### src/rtl/ibd_pkg.sv
// Shared types and constants for the idle backlight dimmer.
// Holds the item structs, the configuration bundle and the register map.
// No dependencies.
package ibd_pkg;

  localparam int unsigned LevelW   = 8;
  localparam int unsigned TimeW    = 32;
  localparam int unsigned ElapsedW = 10;
  localparam int unsigned AddrW    = 5;
  localparam int unsigned DataW    = 32;

  // Register index, taken from paddr[4:2].
  typedef enum logic [2:0] {
    REG_USER_LEVEL    = 3'd0,
    REG_DIM_TIMEOUT   = 3'd1,
    REG_SLEEP_TIMEOUT = 3'd2,
    REG_DIM_LEVEL     = 3'd3,
    REG_STEP_DOWN     = 3'd4,
    REG_STEP_UP       = 3'd5
  } reg_idx_t;

  localparam logic [LevelW-1:0] UserLevelRst    = 8'd128;
  localparam logic [TimeW-1:0]  DimTimeoutRst   = 32'd30000;
  localparam logic [TimeW-1:0]  SleepTimeoutRst = 32'd60000;
  localparam logic [LevelW-1:0] DimLevelRst     = 8'd20;
  localparam logic [LevelW-1:0] StepDownRst     = 8'd5;
  localparam logic [LevelW-1:0] StepUpRst       = 8'd50;

  typedef struct packed {
    logic                activity;
    logic [ElapsedW-1:0] elapsed_ms;
    logic                playing;
  } tick_t;

  typedef struct packed {
    logic [LevelW-1:0] level;
    logic              dimmed;
    logic              changed;
  } result_t;

  typedef struct packed {
    logic [LevelW-1:0] user_level;
    logic [TimeW-1:0]  dim_timeout;
    logic [TimeW-1:0]  sleep_timeout;
    logic [LevelW-1:0] dim_level;
    logic [LevelW-1:0] step_down;
    logic [LevelW-1:0] step_up;
  } cfg_t;

endpackage

### src/rtl/ibd_regs.sv
// Configuration register file for the idle backlight dimmer, APB-style port.
// Depends on ibd_pkg for the register map, reset values and cfg_t.
module ibd_regs (
  input  logic                        clk,
  input  logic                        rst,
  input  logic                        psel,
  input  logic                        penable,
  input  logic                        pwrite,
  input  logic [ibd_pkg::AddrW-1:0]   paddr,
  input  logic [ibd_pkg::DataW-1:0]   pwdata,
  output logic [ibd_pkg::DataW-1:0]   prdata,
  output logic                        pready,
  output ibd_pkg::cfg_t               cfg
);

  logic             wr_en;
  ibd_pkg::reg_idx_t idx;

  assign pready = 1'b1;
  assign wr_en  = psel && penable && pwrite;
  assign idx    = ibd_pkg::reg_idx_t'(paddr[4:2]);

  always_ff @(posedge clk) begin
    if (rst) begin
      cfg.user_level    <= ibd_pkg::UserLevelRst;
      cfg.dim_timeout   <= ibd_pkg::DimTimeoutRst;
      cfg.sleep_timeout <= ibd_pkg::SleepTimeoutRst;
      cfg.dim_level     <= ibd_pkg::DimLevelRst;
      cfg.step_down     <= ibd_pkg::StepDownRst;
      cfg.step_up       <= ibd_pkg::StepUpRst;
    end else if (wr_en) begin
      unique case (idx)
        ibd_pkg::REG_USER_LEVEL:    cfg.user_level    <= pwdata[7:0];
        ibd_pkg::REG_DIM_TIMEOUT:   cfg.dim_timeout   <= pwdata;
        ibd_pkg::REG_SLEEP_TIMEOUT: cfg.sleep_timeout <= pwdata;
        ibd_pkg::REG_DIM_LEVEL:     cfg.dim_level     <= pwdata[7:0];
        ibd_pkg::REG_STEP_DOWN:     cfg.step_down     <= pwdata[7:0];
        ibd_pkg::REG_STEP_UP:       cfg.step_up       <= pwdata[7:0];
        default: ;
      endcase
    end
  end

  always_comb begin
    unique case (idx)
      ibd_pkg::REG_USER_LEVEL:    prdata = {24'd0, cfg.user_level};
      ibd_pkg::REG_DIM_TIMEOUT:   prdata = cfg.dim_timeout;
      ibd_pkg::REG_SLEEP_TIMEOUT: prdata = cfg.sleep_timeout;
      ibd_pkg::REG_DIM_LEVEL:     prdata = {24'd0, cfg.dim_level};
      ibd_pkg::REG_STEP_DOWN:     prdata = {24'd0, cfg.step_down};
      ibd_pkg::REG_STEP_UP:       prdata = {24'd0, cfg.step_up};
      default:                    prdata = '0;
    endcase
  end

endmodule

### src/rtl/idle_backlight_dimmer_core.sv
// Top level of the idle backlight dimmer with slew-rate limited level.
// Depends on ibd_pkg and instantiates ibd_regs for the configuration port.
//
// Usage: every item on the tick channel (tick_valid/tick_ready, payload tick)
// is one tick carrying an activity flag, the milliseconds since the previous
// tick and a playing flag. For each tick the block returns exactly one item
// on the result channel (result_valid/result_ready, payload result) with the
// backlight level, a dimmed flag and a changed flag.
//
// A tick accepted at a rising edge is captured in the input register; its result
// is written to the result register when the input register advances, which
// waits while a stalled receiver keeps the result register full.
// Throughput is one tick per clock while the receiver does not stall. The idle
// counter update, the two timeout compares and the 8-bit slew step sit between
// the input register and the result register; that path sets the clock limit.
//
// When the receiver stalls, the result register holds its item, the input
// register holds the next tick, and tick_ready drops only when both are full.
// Synchronous reset clears both valid flags, the idle counter, the level and
// the started flag, and loads the registers with their reset values. The first
// tick after reset loads the level straight from user_level.
// Configuration is written through the APB-style port; the user must write it
// only while no tick is in flight, which the block itself does not enforce.
module idle_backlight_dimmer_core (
  input  logic                      clk,
  input  logic                      rst,
  input  logic                      tick_valid,
  output logic                      tick_ready,
  input  ibd_pkg::tick_t            tick,
  output logic                      result_valid,
  input  logic                      result_ready,
  output ibd_pkg::result_t          result,
  input  logic                      psel,
  input  logic                      penable,
  input  logic                      pwrite,
  input  logic [ibd_pkg::AddrW-1:0] paddr,
  input  logic [ibd_pkg::DataW-1:0] pwdata,
  output logic [ibd_pkg::DataW-1:0] prdata,
  output logic                      pready
);

  ibd_pkg::cfg_t cfg;

  ibd_regs u_regs (
    .clk     (clk),
    .rst     (rst),
    .psel    (psel),
    .penable (penable),
    .pwrite  (pwrite),
    .paddr   (paddr),
    .pwdata  (pwdata),
    .prdata  (prdata),
    .pready  (pready),
    .cfg     (cfg)
  );

  // Input register stage.
  logic           tick_q_valid;
  ibd_pkg::tick_t tick_q;
  logic           advance;

  // Tick state.
  logic [ibd_pkg::TimeW-1:0]  idle_time;
  logic [ibd_pkg::LevelW-1:0] current_level;
  logic                       started;

  // The input register moves on whenever the result register is empty or is
  // being emptied in this cycle, so both stages can stream.
  assign advance    = tick_q_valid && (!result_valid || result_ready);
  assign tick_ready = !tick_q_valid || advance;

  always_ff @(posedge clk) begin
    if (rst) begin
      tick_q_valid <= 1'b0;
    end else if (tick_ready) begin
      tick_q_valid <= tick_valid;
    end
  end

  always_ff @(posedge clk) begin
    if (tick_ready && tick_valid) begin
      tick_q <= tick;
    end
  end

  // Step logic for the tick in the input register.
  logic [ibd_pkg::TimeW:0]    idle_sum;
  logic [ibd_pkg::TimeW-1:0]  idle_time_next;
  logic [ibd_pkg::LevelW-1:0] target;
  logic                       dimmed;
  logic [ibd_pkg::LevelW-1:0] step;
  logic [ibd_pkg::LevelW-1:0] gap;
  logic [ibd_pkg::LevelW-1:0] level_next;
  logic                       changed;

  always_comb begin
    // Saturating idle counter; activity clears it.
    idle_sum = {1'b0, idle_time} + {{(ibd_pkg::TimeW + 1 - ibd_pkg::ElapsedW){1'b0}},
                                    tick_q.elapsed_ms};
    if (tick_q.activity) begin
      idle_time_next = '0;
    end else if (idle_sum[ibd_pkg::TimeW]) begin
      idle_time_next = '1;
    end else begin
      idle_time_next = idle_sum[ibd_pkg::TimeW-1:0];
    end

    // The dim compare wins over the sleep compare, even when the sleep
    // timeout is set below the dim timeout.
    if (idle_time_next < cfg.dim_timeout) begin
      dimmed = 1'b0;
      target = cfg.user_level;
    end else if ((idle_time_next < cfg.sleep_timeout) || tick_q.playing) begin
      dimmed = 1'b1;
      target = cfg.dim_level;
    end else begin
      dimmed = 1'b1;
      target = '0;
    end

    // Asymmetric slew; a step register of zero behaves as a step of one.
    if (current_level > target) begin
      step = (cfg.step_down == '0) ? 8'd1 : cfg.step_down;
      gap  = current_level - target;
      level_next = (gap > step) ? current_level - step : target;
    end else begin
      step = (cfg.step_up == '0) ? 8'd1 : cfg.step_up;
      gap  = target - current_level;
      level_next = (gap > step) ? current_level + step : target;
    end
    changed = (current_level != target);

    // The first tick after reset jumps straight to the user level.
    if (!started) begin
      level_next = cfg.user_level;
      changed    = 1'b1;
    end
  end

  always_ff @(posedge clk) begin
    if (rst) begin
      idle_time     <= '0;
      current_level <= '0;
      started       <= 1'b0;
    end else if (advance) begin
      idle_time     <= idle_time_next;
      current_level <= level_next;
      started       <= 1'b1;
    end
  end

  // Result register.
  always_ff @(posedge clk) begin
    if (rst) begin
      result_valid <= 1'b0;
    end else if (advance) begin
      result_valid <= 1'b1;
    end else if (result_ready) begin
      result_valid <= 1'b0;
    end
  end

  always_ff @(posedge clk) begin
    if (advance) begin
      result.level   <= level_next;
      result.dimmed  <= dimmed;
      result.changed <= changed;
    end
  end

endmodule

### config.mk
export PLATFORM = sky130hd
export DESIGN_NAME = idle_backlight_dimmer_core
export DESIGN_NICKNAME = d
export VERILOG_FILES = /design/src/rtl/ibd_pkg.sv /design/src/rtl/ibd_regs.sv /design/src/rtl/idle_backlight_dimmer_core.sv
export SDC_FILE = /design/constraint.sdc
export NUM_CORES = 1
export LEC_CHECK = 0
export ABC_CLOCK_PERIOD_IN_PS = 9700
export BUFFER_PORTS_ARGS = -buffer_cell sky130_fd_sc_hd__clkbuf_2
export CORE_ASPECT_RATIO = 1.75
export CORE_MARGIN = 4
export CORE_UTILIZATION = 42
export CTS_CLUSTER_SIZE = 16
export DETAILED_ROUTE_END_ITERATION = 7
export GPL_ROUTABILITY_DRIVEN = 0
export PLACE_DENSITY = 0.66
export REMOVE_ABC_BUFFERS = 1
export SLEW_MARGIN = 20
export SYNTH_ARGS = -nofsm -noshare
export SYNTH_HDL_FRONTEND = slang
export SYNTH_SLANG_ARGS = --single-unit
### constraint.sdc
create_clock -name clk -period 9.7 [get_ports clk]
set_input_delay 0.97 -clock clk [delete_from_list [all_inputs] [get_ports clk]]
set_output_delay 0.97 -clock clk [all_outputs]
set_load 0.05 [all_outputs]
* After elaboration in Yosys (flattened, before gate mapping)
Index checks and enable logic that the tools add are counted.
** Operators by class
- Equality and inequality tests :: 6
- Shift-type cells :: 0
- Muxes and demuxes :: 14
- Reductions and logical operators :: 19
- Multiply operators :: 0
- Bitwise operators :: 0
- Divide/modulo/power cells :: 0
- Magnitude comparators :: 5
- Add/subtract/negate cells :: 5
** Operator list (number)
- one-hot mux 32 bit (6 select lines) :: 1
- less-than comparator 32 bit :: 2
- 2-to-1 mux 32 bit :: 2
- 2-to-1 mux 8 bit :: 8
- adder 32 x 10 -> 33 bit :: 1
- greater-than comparator 8 bit :: 3
- subtractor 8 bit :: 3
- zero test 8 bit :: 2
- AND reduction 2 bit :: 6
- adder 8 bit :: 1
- != test 8 bit :: 1
- == test 3 x 2 -> 1 bit, second input constant :: 2
- == test 3 bit, second input constant :: 2
- logical AND 1 bit :: 4
- == test 3 x 1 -> 1 bit, second input constant :: 1
- zero test 3 bit :: 1
- logical OR 1 bit :: 3
- 2-to-1 mux 1 bit :: 3
- zero test 1 bit :: 2
- nonzero test 2 bit :: 1
** Storage, ports and cells
- Flip-flop bits (word level) :: 161
- Bits in writable memories :: 0
- Word-level logic and storage cells :: 66
- Memories :: 0
- Bits in latches :: 0
- ROM bits :: 0
- Input bits :: 56

* Longest topological paths before layout
- Word-level depth :: 12
- Gate-level depth with buffers :: 41

* Modules after synthesis
From an unflattened synthesis, not the netlist that was laid out.
** Unflattened totals
- Cells, all modules :: 1460
- Area total of the unflattened synthesis :: 11925.2 µm²
** By module, submodules not included
- idle_backlight_dimmer_core :: sequential area each 1521.5 µm², cells each 932, area each 7272.0 µm², times used 1
- ibd_regs :: sequential area each 1921.8 µm², cells each 528, area each 4653.2 µm², times used 1

* Worst setup path before layout
Ideal clock, no wire load.
- Kind :: reg-to-reg
- From :: register tick_q[1] in the netlist's numbering
- To :: register result[5] in the netlist's numbering, data pin
- Period minus slack after synthesis :: 7904 ps
- Stages on the path, launching flop included :: 36
- Path buffers :: 4
- Required time :: 9441 ps
- Library setup time :: 259 ps
- Arrival :: 7645 ps
- Setup slack :: 1796 ps
- Path through :: edfxtp_1 -> ha_1 -> fa_1 -> a21oi_2 -> nand4b_4 -> a2111oi_4 -> o21ai_0 -> nor2_1 -> nand2_1 -> clkbuf_1 -> clkbuf_1 -> a311oi_1 -> ha_1 -> nand4_1 -> nor4_1 -> a221oi_1 -> a21oi_1 -> nor4b_2 -> and2_4 -> buf_6 -> mux2_2 -> ha_1 -> ha_1 -> a32oi_1 -> o31a_1 -> a21oi_1 -> o21ai_0 -> nand3_1 -> o311ai_0 -> ha_1 -> and4_1 -> a32oi_1 -> clkbuf_1 -> o211ai_1 -> o311a_1 -> or2_1
** On the way
- Word-level cells in the longest chain between the ends :: 12
- Elaborated cells on any way between the ends :: 17
- Classes of those cells :: add/sub: 3; order compare: 5; mux: 8; reduce/logical: 1
** Ends and longest elaborated chain
- from (decl) :: line idle_backlight_dimmer_core.sv:59 : ibd_pkg::tick_t tick_q;
- from (signal assigned) :: line idle_backlight_dimmer_core.sv:82 : tick_q <= tick;
- adder 32 x 10 -> 33 bit (*) :: line idle_backlight_dimmer_core.sv:98 : idle_sum = {1'b0, idle_time} + {{(ibd_pkg::TimeW + 1 - ibd_pkg::ElapsedW){1'b0}},
- 2-to-1 mux 32 bit (*) :: line idle_backlight_dimmer_core.sv:102 : end else if (idle_sum[ibd_pkg::TimeW]) begin
- 2-to-1 mux 32 bit (*) :: line idle_backlight_dimmer_core.sv:100 : if (tick_q.activity) begin
- net idle_time_next (one bit) :: line idle_backlight_dimmer_core.sv:88 : logic [ibd_pkg::TimeW-1:0] idle_time_next;
- less-than comparator 32 bit :: line idle_backlight_dimmer_core.sv:113 : end else if ((idle_time_next < cfg.sleep_timeout) || tick_q.playing) begin
- logical OR 1 bit :: line idle_backlight_dimmer_core.sv:113
- 2-to-1 mux 8 bit :: line idle_backlight_dimmer_core.sv:113
- 2-to-1 mux 8 bit (*) :: line idle_backlight_dimmer_core.sv:110 : if (idle_time_next < cfg.dim_timeout) begin
- subtractor 8 bit, on equally long branches :: line idle_backlight_dimmer_core.sv:128, idle_backlight_dimmer_core.sv:124
- greater-than comparator 8 bit, on equally long branches :: line idle_backlight_dimmer_core.sv:129, idle_backlight_dimmer_core.sv:125
- 2-to-1 mux 8 bit, on equally long branches :: line idle_backlight_dimmer_core.sv:129, idle_backlight_dimmer_core.sv:125
- 2-to-1 mux 8 bit (*) :: line idle_backlight_dimmer_core.sv:122 : if (current_level > target) begin
- 2-to-1 mux 8 bit (*) :: line idle_backlight_dimmer_core.sv:134 : if (!started) begin
- net level_next (one bit) :: line idle_backlight_dimmer_core.sv:93 : logic [ibd_pkg::LevelW-1:0] level_next;
- to (decl) :: line idle_backlight_dimmer_core.sv:32 : output ibd_pkg::result_t result,
Mark *: on every way through the listed nets, which the timed path passes. The rest lies on a longest branch.
A chain may end at the register's enable or synchronous reset.

* Worst setup path after layout
- From :: register tick_q[2] in the netlist's numbering
- To :: register current_level[7] in the netlist's numbering
** On the way
- Word-level cells in the longest chain between the ends :: 12
- Elaborated cells on any way between the ends :: 17
- Classes of those cells :: add/sub: 3; order compare: 5; mux: 8; reduce/logical: 1
** Ends and longest elaborated chain
- adder 32 x 10 -> 33 bit (*) :: line idle_backlight_dimmer_core.sv:98
- 2-to-1 mux 32 bit (*) :: line idle_backlight_dimmer_core.sv:102
- 2-to-1 mux 32 bit (*) :: line idle_backlight_dimmer_core.sv:100
- net idle_time_next (one bit) :: line idle_backlight_dimmer_core.sv:88
- less-than comparator 32 bit :: line idle_backlight_dimmer_core.sv:113
- logical OR 1 bit :: line idle_backlight_dimmer_core.sv:113
- 2-to-1 mux 8 bit :: line idle_backlight_dimmer_core.sv:113
- 2-to-1 mux 8 bit (*) :: line idle_backlight_dimmer_core.sv:110
- subtractor 8 bit, on equally long branches :: line idle_backlight_dimmer_core.sv:128, idle_backlight_dimmer_core.sv:124
- greater-than comparator 8 bit, on equally long branches :: line idle_backlight_dimmer_core.sv:129, idle_backlight_dimmer_core.sv:125
- 2-to-1 mux 8 bit, on equally long branches :: line idle_backlight_dimmer_core.sv:129, idle_backlight_dimmer_core.sv:125
- 2-to-1 mux 8 bit (*) :: line idle_backlight_dimmer_core.sv:122
- 2-to-1 mux 8 bit (*) :: line idle_backlight_dimmer_core.sv:134
- net level_next (one bit) :: line idle_backlight_dimmer_core.sv:93
- to (signal assigned) :: line idle_backlight_dimmer_core.sv:147 : current_level <= level_next;
- to (decl) :: line idle_backlight_dimmer_core.sv:64 : logic [ibd_pkg::LevelW-1:0] current_level;
Marked as above.

==> reports/summary.txt <==
Routed wire length: 32.76 mm
Final period util: 91.89%
Global-route wire length before repair: 51.10 mm
Outcome: finished clean
Largest fanout on the critical path: 9
Starting DRC count in detailed routing: 626
Most common library cell in the layout ignoring fill and taps: sky130_fd_sc_hd__nand2_1
I/O pin total: 101
Clock transition time at the flip-flop clock pins of the worst setup and hold paths: 0.07 ns
Clk pwr share: 41.8%
Die Wd: 130.5 um
First-pass detailed-route iteration total: 8
Data arrival time of the critical path: 9.26 ns
Clock tree from TritonCTS: yes
CTS Root Cell: sky130_fd_sc_hd__clkbuf_16
Std-Cell Rows: 78
Shortest clock period the worst path allows after layout: 8.914 ns
Vias after detailed routing: 10136
Total track usage: 22.64%
Chip Height: 222.4 um
Leading cell types in the layout, fill and taps excluded: sky130_fd_sc_hd__nand2_1, sky130_fd_sc_hd__a21oi_1, sky130_fd_sc_hd__dfxtp_1, sky130_fd_sc_hd__inv_1, sky130_fd_sc_hd__ha_1
Count of clock tree sinks: 161
CP startpoint kind: flop
Critical-path cell with the highest stage delay: sky130_fd_sc_hd__a2111oi_2
Clock buffer depth: 2
Post-synthesis instance area: 11040 sq um
Highest achievable clock rate: 0.1122 GHz
VDD IR max: 0.0001193 V
Area growth, synth to finish: 12.72%
Part of the power in combinational logic: 18.5%
Net Sw Frac: 29.22%
Met2 Track Usage GR: 43.21%
Fillers: 2573
Total DRC errors in the routed layout: 0
Tightest slew margin relative to the limit: 21.15%
Number of nets at the end of the flow: 1614
Worst endpoint required time: 10.05 ns
Number of antenna violations at the first check in global routing: 0
Number of nets with antenna violations after routing: 0
Sum Neg Setup Slack: 0 ns
Via density per instance: 5.723
Leading register cell type out of synthesis: sky130_fd_sc_hd__dfxtp_1
Worst hold path class: flop to flop
Final max-slew violation count: 0
Leakage dissipation: 5.246 nW
Final standard cell area without fillers: 12440 sq um
Synth async-reset ratio: 0%
Wire per inst: 18.50 um
Sum of net half-perimeters after detailed placement: 24.91 mm
Antenna diode count: 0
Post-synthesis sequential element count: 161
Largest net degree at the start of global routing: 92
GR met3 Demand/Resource: 3.368%
Cells after Synth: 1376
Initial standard-cell utilization of the core: 42.51%
Power density normalized to cell area: 142.4 nW/um^2
Number of buffers created by CTS: 17
Type of destination of the critical path: flop
Final hold violation count: 0
Int Power: 1.254 mW
CTS H-tree depth: 4
Max cap viols: 0
Smallest setup slack after layout: 0.7863 ns
Number of placed instances, taps included: 1739
Mapped Avg Cell Area: 8.020 sq um
Hold buffer count at cts: 0
Post-CTS Setup Inserts: 0
Slew at the pin closest to its max-slew limit: 1.178 ns
Sequential-to-total area share from yosys stat: 31.20%
Number of buffers inserted by port buffering: 97
Setup WS pre-CTS: 0.8872 ns
Part of the total power dissipated in sequential elements: 39.7%
Number of cells in the finished layout apart from fillers: 1771
Total setup violations reported at the end of the flow: 0
Busiest grt layer: met2
Number of cells upsized or downsized after cts: 0
Setup repair after global routing missed its margin: false
Clock latency at the later pin of the worst-skew pair: 0.45 ns
Via count of the first global-routing pass: 10038
Area of the die: 29040 sq um
Placeable core area: 25960 sq um
Instance area after placement: 11800 sq um
Switching pwr: 0.5174 mW
Layout cells sized above 1: 12.47%
Delay of the slowest cell on the worst path: 0.46 ns
Number of flops mapped to enable cells by yosys: 22
Grt ovf: 0
Crit Path Category: flop to flop
Hold Worst Slack: 0.4539 ns
Number of distinct library cells after synthesis: 82
Global Route met1 Usage: 21.21%
Final setup skew: 0.01201 ns
Warnings from Yosys: 0
==> Yosys cell counts, types with 7 or more instances <==
cell / number / area (sq um)
sky130_fd_sc_hd__a211o_1: 22 / 192.7
sky130_fd_sc_hd__a21o_1: 16 / 120.1
sky130_fd_sc_hd__a21oi_1: 166 / 830.8
sky130_fd_sc_hd__a22o_1: 29 / 254.0
sky130_fd_sc_hd__a311oi_1: 13 / 113.9
sky130_fd_sc_hd__a31oi_1: 14 / 87.58
sky130_fd_sc_hd__and2_1: 10 / 62.56
sky130_fd_sc_hd__and3_1: 17 / 106.4
sky130_fd_sc_hd__and4_1: 9 / 78.83
sky130_fd_sc_hd__clkbuf_1: 67 / 251.5
sky130_fd_sc_hd__dfxtp_1: 139 / 2783
sky130_fd_sc_hd__edfxtp_1: 22 / 660.6
sky130_fd_sc_hd__ha_1: 116 / 1451
sky130_fd_sc_hd__inv_1: 121 / 454.2
sky130_fd_sc_hd__mux2i_1: 35 / 350.3
sky130_fd_sc_hd__nand2_1: 210 / 788.3
sky130_fd_sc_hd__nand2b_1: 7 / 43.79
sky130_fd_sc_hd__nand3_1: 24 / 120.1
sky130_fd_sc_hd__nand4_1: 13 / 81.33
sky130_fd_sc_hd__nor2_1: 97 / 364.1
sky130_fd_sc_hd__nor2b_1: 12 / 75.07
sky130_fd_sc_hd__nor3_1: 11 / 55.05
sky130_fd_sc_hd__o21a_1: 11 / 82.58
sky130_fd_sc_hd__o21ai_0: 34 / 170.2
sky130_fd_sc_hd__o21bai_1: 7 / 52.55
sky130_fd_sc_hd__o22ai_1: 9 / 56.30
sky130_fd_sc_hd__xnor2_1: 26 / 227.7
sky130_fd_sc_hd__xor2_1: 17 / 148.9
==> flip-flops by register name, summed over array words and instances (netlist names) <==
signal,count
idle_time,32
result_valid,1
current_level,8
result,10
tick_q_valid,1
u_regs.cfg,96
started,1
tick_q,12
==> stage by stage <==
stage | util [%] | power (mW)
2_1_floorplan | - | 0.9255
3_3_place_gp | 45.45 | 1.036
3_5_place_dp | 45.45 | 1.042
4_1_cts | 47.91 | 1.782
5_1_grt | 47.92 | 1.841
6_report | 47.92 | 1.771
==> cell type report <==
class | instances | area [sq um] | share of cell area [%]
clock buffers | 18 | 439.2 | 3.530
clock inverters | 14 | 200.2 | 1.609
inverters | 122 | 457.9 | 3.681
multi-input cells | 1013 | 6815 | 54.79
flip-flops and latches | 161 | 3443 | 27.68
well taps | 320 | 400.4 | 3.219
repair buffers | 123 | 683.2 | 5.492
==> final timing paths <==
path / start / endpoint / slack, ns / cells past startpoint
worst min-delay path: idle_time[9]$_SDFFE_PP0P_ / idle_time[9]$_SDFFE_PP0P_ / 0.45 / 2
worst max-delay path: tick_q[2]$_DFFE_PP_ / current_level[7]$_SDFFE_PP0P_ / 0.79 / 42
worst min register to register: idle_time[9]$_SDFFE_PP0P_ / idle_time[9]$_SDFFE_PP0P_ / 0.45 / 2
worst max register to register: tick_q[2]$_DFFE_PP_ / current_level[7]$_SDFFE_PP0P_ / 0.79 / 42
==> cells by family after synthesis <==
kind of cell	synth area share, %
AO/OA/AOI/OAI	22.74
XOR/XNOR	3.413
adder cells (fa/ha/maj)	13.88
buffers and inverters	7.109
flip-flops	31.20
multiplexers	3.889
other	0.03398
AND/OR/NAND/NOR	17.73
==> worst max-delay path: cells and delay by family (launching register included) <==
family | cells | cell delay, ns
buffers and inverters | 7 | 1.06
and+or+nand+nor | 5 | 1.24
AOI/OAI and AO/OA | 22 | 4.20
muxes | 3 | 0.61
adders and majority gates | 5 | 1.25
DFF | 1 | 0.44
==> per-layer routing <==
layer | vias to the layer above | part of all wire, %
li1 | 4970 | -
met1 | 4802 | 35
met2 | 258 | 56
met3 | 106 | 2.9
met4 | 0 | 6.8
met5 | - | 0
==> power by group through the flow <==
stage / logic, mW / registers (mW) / clock network [mW]
after global routing: 0.358 / 0.704 / 0.779
after global placement: 0.319 / 0.718 / 0
final: 0.328 / 0.703 / 0.740
after CTS: 0.326 / 0.703 / 0.754
after detailed placement: 0.324 / 0.718 / 0
after floorplan: 0.203 / 0.723 / 0
Power figures use the tool's default switching activity.
